**src/hdl/pwz_pkg.sv**
```systemverilog
// Shared constants, codes and types for the PID autotune block.
package pwz_pkg;

	localparam int FRAC_BITS = 16;
	localparam int DIV_W = 49;

	localparam logic [31:0] K_1P5     = 32'd98304;
	localparam logic [31:0] K_2       = 32'd131072;
	localparam logic [31:0] K_0P6     = 32'd39322;
	localparam logic [31:0] K_0P01    = 32'd655;
	localparam logic [31:0] K_0P5     = 32'd32768;
	localparam logic [33:0] K_0P05    = 34'd3277;
	localparam logic [31:0] K_0P7     = 32'd45875;
	localparam logic [31:0] K_0P6_2X  = 32'd39322;
	localparam logic [31:0] K_300     = 32'd19660800;
	localparam logic [31:0] K_0P8     = 32'd52429;
	localparam logic [31:0] K_1P3     = 32'd85197;
	localparam logic [31:0] K_8       = 32'd524288;
	localparam logic signed [49:0] K_INT_LIM = 50'sd3276800;
	localparam logic signed [14:0] K_TEST_AMP = 15'sd9830;
	localparam logic [3:0] PEAKS_ZN = 4'd6;
	localparam logic [3:0] PEAKS_TO = 4'd3;

	typedef enum logic [1:0] {
		ACT_TICK  = 2'd0,
		ACT_START = 2'd1,
		ACT_STOP  = 2'd2,
		ACT_NONE  = 2'd3
	} act_t;

	typedef enum logic [2:0] {
		REG_INIT_KP = 3'd0,
		REG_INIT_KI = 3'd1,
		REG_INIT_KD = 3'd2,
		REG_MIN_KP  = 3'd3,
		REG_MAX_KP  = 3'd4,
		REG_MAX_KI  = 3'd5,
		REG_MAX_KD  = 3'd6,
		REG_HALF_T  = 3'd7
	} reg_t;

	typedef enum logic [29:0] {
		ST_IDLE    = 30'h1 << 0,
		ST_ST_MUL  = 30'h1 << 1,
		ST_ST_W    = 30'h1 << 2,
		ST_DET     = 30'h1 << 3,
		ST_PA1     = 30'h1 << 4,
		ST_PA2     = 30'h1 << 5,
		ST_PA3     = 30'h1 << 6,
		ST_ZNCHK   = 30'h1 << 7,
		ST_ZN1     = 30'h1 << 8,
		ST_ZN2     = 30'h1 << 9,
		ST_ZN3     = 30'h1 << 10,
		ST_ZN4     = 30'h1 << 11,
		ST_ZN5     = 30'h1 << 12,
		ST_ZN6     = 30'h1 << 13,
		ST_AMP     = 30'h1 << 14,
		ST_AMP_MUL = 30'h1 << 15,
		ST_AMP_W   = 30'h1 << 16,
		ST_TO      = 30'h1 << 17,
		ST_TO_MUL  = 30'h1 << 18,
		ST_TO_W    = 30'h1 << 19,
		ST_P       = 30'h1 << 20,
		ST_E       = 30'h1 << 21,
		ST_A       = 30'h1 << 22,
		ST_I       = 30'h1 << 23,
		ST_D       = 30'h1 << 24,
		ST_DW      = 30'h1 << 25,
		ST_DM      = 30'h1 << 26,
		ST_DS      = 30'h1 << 27,
		ST_F       = 30'h1 << 28,
		ST_OUT     = 30'h1 << 29
	} state_t;

	typedef struct packed {
		logic             start;
		logic [DIV_W-1:0] dividend;
		logic [31:0]      divisor;
	} div_req_t;

endpackage

```
**src/hdl/pwz_div.sv**
```systemverilog
// Restoring divider, one quotient bit per cycle.
module pwz_div import pwz_pkg::*; (
	input  logic             clk,
	input  logic             arst_n,
	input  div_req_t         req,
	output logic             done,
	output logic [DIV_W-1:0] quotient
);

	logic [5:0]       count_q;
	logic             busy_q;
	logic             done_q;
	logic [31:0]      rem_q;
	logic [DIV_W-1:0] quo_q;
	logic [32:0]      rem_sh;
	logic             fits;

	assign rem_sh = {rem_q, quo_q[DIV_W-1]};
	assign fits = rem_sh >= {1'b0, req.divisor};

	always_ff @(posedge clk or negedge arst_n) begin
		if (!arst_n) begin
			count_q <= '0;
			busy_q  <= 1'b0;
			done_q  <= 1'b0;
		end else begin
			done_q <= 1'b0;
			if (req.start) begin
				count_q <= 6'(DIV_W);
				busy_q  <= 1'b1;
			end else if (busy_q) begin
				count_q <= count_q - 6'd1;
				if (count_q == 6'd1) begin
					busy_q <= 1'b0;
					done_q <= 1'b1;
				end
			end
		end
	end

	always_ff @(posedge clk) begin
		if (req.start) begin
			rem_q <= '0;
			quo_q <= req.dividend;
		end else if (busy_q) begin
			rem_q <= fits ? 32'(rem_sh - {1'b0, req.divisor}) : rem_sh[31:0];
			quo_q <= {quo_q[DIV_W-2:0], fits};
		end
	end

	assign done = done_q;
	assign quotient = quo_q;

endmodule
```
**config.mk**
```make
export PLATFORM = sky130hd
export DESIGN_NAME = pwz_div
export DESIGN_NICKNAME = d
export VERILOG_FILES = /design/src/hdl/pwz_pkg.sv /design/src/hdl/pwz_div.sv
export SDC_FILE = /design/constraint.sdc
export NUM_CORES = 1
export LEC_CHECK = 0
export ABC_AREA = 1
export BUFFER_PORTS_ARGS = -buffer_cell sky130_fd_sc_hd__buf_2
export CAP_MARGIN = 10
export CORE_UTILIZATION = 55
export CTS_BUF_LIST = sky130_fd_sc_hd__clkbuf_4 sky130_fd_sc_hd__clkbuf_8
export CTS_CLUSTER_DIAMETER = 80
export DETAILED_ROUTE_END_ITERATION = 10
export GPL_TIMING_DRIVEN = 0
export PLACE_DENSITY = 0.8
export SLEW_MARGIN = 0
export SYNTH_ARGS = -nofsm -noshare
export SYNTH_HDL_FRONTEND = slang
export SYNTH_SLANG_ARGS = --single-unit
export TNS_END_PERCENT = 10
```
**constraint.sdc**
```tcl
create_clock -name clk -period 3.4 [get_ports clk]
set_clock_uncertainty 0.1 [all_clocks]
set_input_delay 0.17 -clock clk [delete_from_list [all_inputs] [get_ports clk]]
set_output_delay 0.17 -clock clk [all_outputs]
set_load 0.02 [all_outputs]
```
==> impl_metrics.tcl, run 1 <==
set metrics [dict create \
    end_kind "register" \
    synth_area_leaders "nand2_1, edfxtp_1, inv_1" \
    async_flop_share_pct 8.99 \
    die_x_um 112 \
    drtAntennaViolNets 0 \
    yosys.area.top_type_share_pct 26.1 \
    hp-class "primary input to register" \
    synth-seq-cells 89 \
    power.leakage_nw 4.66 \
    wl_per_cell_um 14.5 \
    post-cts-setup-buffer-count 0 \
    gp_congestion 0.941 \
    start_util_pct 57.2 \
    synth_top_area_cell "nand2_1" \
    power.density_mw_per_mm2 680 \
    overflow 0 \
    h-tree-depth 3 \
    ir_drop_uv 303 \
    grt_max_degree 32 \
    drt_pass1_iterations 8 \
    clk_pin_slew_ps 100 \
    layout_common_cells "nand2_1, inv_1, buf_2, nand3_1" \
    hpwl_mm 14.2 \
    antenna_cells 0 \
    grt_pass1_wl_mm 31.9 \
    boundaryPins 134 \
    rows 39 \
    synth_flop_cell "edfxtp_1" \
    port_buffers 132 \
    layout_min_cycle_time_ps 2510 \
    tightest_slew_ps 721 \
    synth_warnings 0 \
    crit_arrival_ps 2670 \
    root_buffer "clkbuf_8" \
    setup_violations 0 \
    grt.total_usage_pct 32.9 \
    violations "design-rule violations" \
    status "complete, but fails checks" \
    fin_util_pct 70.9 \
    path_max_fanout 10 \
    antenna_found_initial 0 \
    first_global_vias 6582 \
    cts_tree "done" \
    cts_buffer_depth 2 \
    seq_area_frac_synth_pct 35.0 \
    mappedNetlistNets 1147 \
    fmax_mhz 398 \
    numClockSinks 89 \
    area_growth_pct 23.9 \
    cts_buffers 9 \
    fin_nets 1340 \
    critPathKind "register to register" \
    core_mm2 0.0116 \
    clock_latency_ps 370 \
    critPathLaunchType "register" \
    max_cap_viol_count 0 \
    die_h_um 112 \
    syn-cell-area_mm2 0.00661 \
    drt-total-wl_mm 19.9 \
    post-route-period-util_pct 74.0 \
    dp.cells 1304 \
    cts_resized 0 \
    cts_hold_buf 49 \
    rsz0062_at_grt "no" \
    first_iter_violations 826 \
    fin_cells 1369 \
    yosysUniqueCellTypes 38 \
    routed_via_density 5.09 \
    drv_slew 0 \
    vias 6974 \
    syn_avg_cell_area_um2 6.43 \
    final_common_cell "nand2_1" \
    syn_inst 1028 \
    dieArea_mm2 0.0125 \
    cp.required_ps 3560 \
    synth_edf_count 49 \
    final.setup.tns_ps 0 \
    drc 7 \
    maxSlewHeadroom_pct 51.9 \
    hold_viol 0 \
    drive_gt1_share_pct 14.9 \
]
-- cell usage after synthesis, drive strengths merged (12+ instances only) --
| master | count |
|---|---|
| ha | 34 |
| o21ai | 17 |
| inv | 178 |
| nor2 | 48 |
| clkbuf | 14 |
| nand3 | 84 |
| nand2 | 468 |
| edfxtp | 49 |
| a21oi | 25 |
| buf | 12 |
| xnor2 | 13 |
| dfxtp | 32 |
| nand3b | 15 |
-- per-layer routing --
layer  vias up  wire length (µm)  share of wire [%]  global-route usage [%]
li1       3556                 -                  -                       -
met1      3091              9060                 46                    44.8
met2       268              8880                 45                    52.8
met3        59              1230                6.2                    4.35
met4         0               687                3.5                    13.2
met5         -                 0                  0                       0
-- cells by family after synthesis --
| kind of cell | Yosys count | synth area share [%] |
|---|---|---|
| AND/OR/NAND/NOR | 634 | 40.1 |
| buffers and inverters | 207 | 12.4 |
| flip-flops | 89 | 35.0 |
| AO/OA/AOI/OAI | 49 | 3.99 |
| adder cells (fa/ha/maj) | 35 | 6.73 |
| XOR/XNOR | 14 | 1.85 |
-- state kept, by name, summed over array words and instances (netlist names) --
signal / count
rem_q: 32
busy_q: 1
done: 1
count_q: 6
quotient: 49
-- metrics by stage --
step / total power, W / area [µm²] / setup slack [ps] / hold slack [ps]
after global routing: 0.00603 / 8200 / 695 / 104
after CTS: 0.00551 / 8200 / 918 / 49.6
final: 0.00558 / 8200 / 885 / 77.0
after detailed placement: 0.00459 / 7470 / 934 / -82.7
after floorplan: 0.00382 / 6610 / 688 / -226
after global placement: 0.00454 / 7450 / -436 / -83.1
-- layout make-up --
class	instances	area, µm²
multi-input cells	732	3480
fillers	972	3370
flip-flops and latches	89	2310
repair buffers	182	1170
inverters	181	679
well taps	143	179
plain buffers	26	140
clock buffers	9	124
clock inverters	7	106
-- report_power, final --
group          total [W]  internal, W  switching [W]  leakage, nW
logic            0.00316      0.00116        0.00200         3.65
clock network   0.000884     0.000431       0.000453        0.117
registers        0.00154      0.00138       0.000157        0.895
total            0.00558      0.00297        0.00261         4.66
-- worst paths after layout --
check	endpoint	slack [ps]	cells past startpoint	startpoint
min	quotient[0]	80	3	req[32]
max	rem_q[16]	890	14	rem_q[7]
max in group asynchronous	count_q[3]	2930	2	arst_n
max reg2reg	rem_q[16]	890	14	rem_q[7]
min reg2reg	rem_q[17]	370	2	rem_q[17]
min in group asynchronous	count_q[4]	100	2	arst_n
-- worst max-delay path: stages, from the launching register on --
cell      delay, ps
dfxtp_1         330
ha_1            340
nand2_1         150
inv_1            50
nand2_1          60
nand2_1          80
inv_1            80
nand3_2         160
nand2_1         140
nand2_2          80
nand2_2         190
buf_2           340
nand3b_1        120
nand3_1         100
nand2_1          70
Power figures use the tool's default switching activity.
==> inputs of run 2 (changes only) <==
- clock period: 3.4 -> 2.6 ns (I/O delays scaled with it)
==> run 2 against run 1 <==
The flow still finishes with violations (design-rule violations). Clock-buffer cell count increased by 1. Sequential cell count did not move. Cell count about the same. Total power increased by 28%. Critical path depth is the same. Global-route usage shrank 0.24 points. Wire length is 0.87% lower. Cell area up 0.17%. Critical path type unchanged.
==> impl_metrics.tcl, run 2 (synthesis gave the netlist of run 1 again) <==
set metrics [dict create \
    end_kind "register" \
    die_h_um 112 \
    start_util_pct 57.2 \
    first_iter_violations 612 \
    dp.cells 1305 \
    drt-total-wl_mm 19.7 \
    ff2ff_path_depth 14 \
    critPathKind "register to register" \
    rsz0062_at_grt "no" \
    max_stage_delay_ps 330 \
    drt_pass1_iterations 8 \
    clock_latency_ps 380 \
    crit_arrival_ps 2560 \
    place_area_mm2 0.00751 \
    fin_cells 1370 \
    vias 7007 \
    power.density_mw_per_mm2 866 \
    dieArea_mm2 0.0125 \
    r2r-end "rem_q[19]" \
    overflow 0 \
    timing.critical_path.mode_cell "nand2_1" \
    antenna_found_initial 0 \
    first_global_vias 6641 \
    post-route-period-util_pct 92.2 \
    fin_hold_ws_ps 9.60 \
    wl_per_cell_um 14.4 \
    fin_nets 1342 \
    setup_violations 0 \
    antenna_cells 0 \
    hp-class "primary input to async pin" \
    die_x_um 112 \
    numClockSinks 89 \
    routed_via_density 5.11 \
    cts_buffer_depth 2 \
    port_buffers 132 \
    ir_drop_uv 502 \
    max_cap_viol_count 0 \
    violations "design-rule violations" \
    rows 39 \
    boundaryPins 134 \
    grt_pass1_wl_mm 31.7 \
    final_common_cell "nand2_1" \
    critPathBufInv 3 \
    core_mm2 0.0116 \
    fmax_mhz 417 \
    clk_pin_slew_ps 90 \
    root_buffer "clkbuf_8" \
    layout_common_cells "nand2_1, inv_1, buf_2, nand3_1, dlygate4sd3_1" \
    reg2reg_from "rem_q[7]" \
    tightest_slew_ps 673 \
    final.setup.tns_ps 0 \
    layout_min_cycle_time_ps 2400 \
    area_growth_pct 24.1 \
    critPathLaunchType "register" \
    grt_max_degree 23 \
    post-cts-setup-buffer-count 0 \
    cts_tree "done" \
    cts_buffers 9 \
    fin_util_pct 71.0 \
    drtAntennaViolNets 0 \
    maxSlewHeadroom_pct 55.1 \
    fin_area_mm2 0.00821 \
    h-tree-depth 3 \
    power.leakage_nw 4.66 \
    gp_congestion 0.973 \
    drv_slew 0 \
    status "complete, but fails checks" \
    crit_family "simple AND/OR/NAND/NOR gates" \
    drive_gt1_share_pct 14.8 \
    drc 7 \
    hold_viol 0 \
    crit_slowest_cell "dfxtp_1" \
    path_cells "ha_1 -> nand2_1 -> inv_1 -> nand2_1 -> nand2_1 -> inv_1 -> nand3_2 -> nand2_1 -> nand2_2 -> nand2_2 -> clkbuf_4 -> nand3b_1 -> nand3_1 -> nand2_1" \
    grt.total_usage_pct 32.6 \
    reg2reg_slack_ps 200 \
    cp.required_ps 2770 \
    path_max_fanout 10 \
    largest_reg_flops 49 \
    hpwl_mm 14.1 \
]
==> run 2: cell types whose count changed in the layout (fill, tap and decap cells not counted), sizes merged <==
| cell | delta |
|---|---|
| buf | -3 |
| bufinv | -1 |
| clkbuf | +5 |
| clkinv | +2 |
| clkinvlp | +2 |
| dlygate4sd3 | +1 |
| inv | -5 |
==> run 2: through the flow <==
stage / setup WS [ps] / total power [W]
CTS: 129 / 0.00702
global placement: 32.5 / 0.00593
global route: 16.4 / 0.00770
finish: 203 / 0.00711
detailed placement: 159 / 0.00599
floorplan: 481 / 0.00500
==> run 2: how the worst max path moves through the flow <==
stage	from	to	slack [ps]	depth (start not counted)
finish	rem_q[7]	rem_q[19]	200	14
floorplan	quotient[48]	rem_q[24]	480	15
global placement	req[81]	quotient[31]	30	4
global route	rem_q[7]	rem_q[30]	20	16
detailed placement	rem_q[7]	rem_q[7]	160	14
CTS	rem_q[7]	rem_q[13]	130	14
==> run 2: area by class of cell <==
| cell class | count | area, µm² |
|---|---|---|
| Inverter | 181 | 679 |
| Clock buffer | 10 | 131 |
| Fill cell | 998 | 3360 |
| Clock inverter | 5 | 57.6 |
| Buffer | 26 | 150 |
| Tap cell | 143 | 179 |
| Sequential cell | 89 | 2310 |
| Multi-Input combinational cell | 732 | 3480 |
| Timing Repair Buffer | 184 | 1220 |
==> run 2: layer usage <==
| metal | up-vias | share of wire [%] | global-route usage (%) |
|---|---|---|---|
| met2 | 271 | 46 | 54.0 |
| met3 | 49 | 6.9 | 4.63 |
| met5 | - | 0 | 0 |
| met4 | 0 | 3.5 | 14.1 |
| met1 | 3135 | 44 | 42.7 |
| li1 | 3552 | - | - |
==> run 2: report_power, final <==
part           internal, W  total [W]  switching, W
Clock             0.000449   0.000979      0.000530
Sequential         0.00180    0.00200      0.000199
Combinational      0.00153    0.00413       0.00260
==> run 2: what timing repair did <==
item / in CTS / in global routing
hold buffers: 50 / 0
endpoints found under the setup margin: 0 / 13
resized for setup: 0 / 4
hold endpoints to repair: 57 / 0
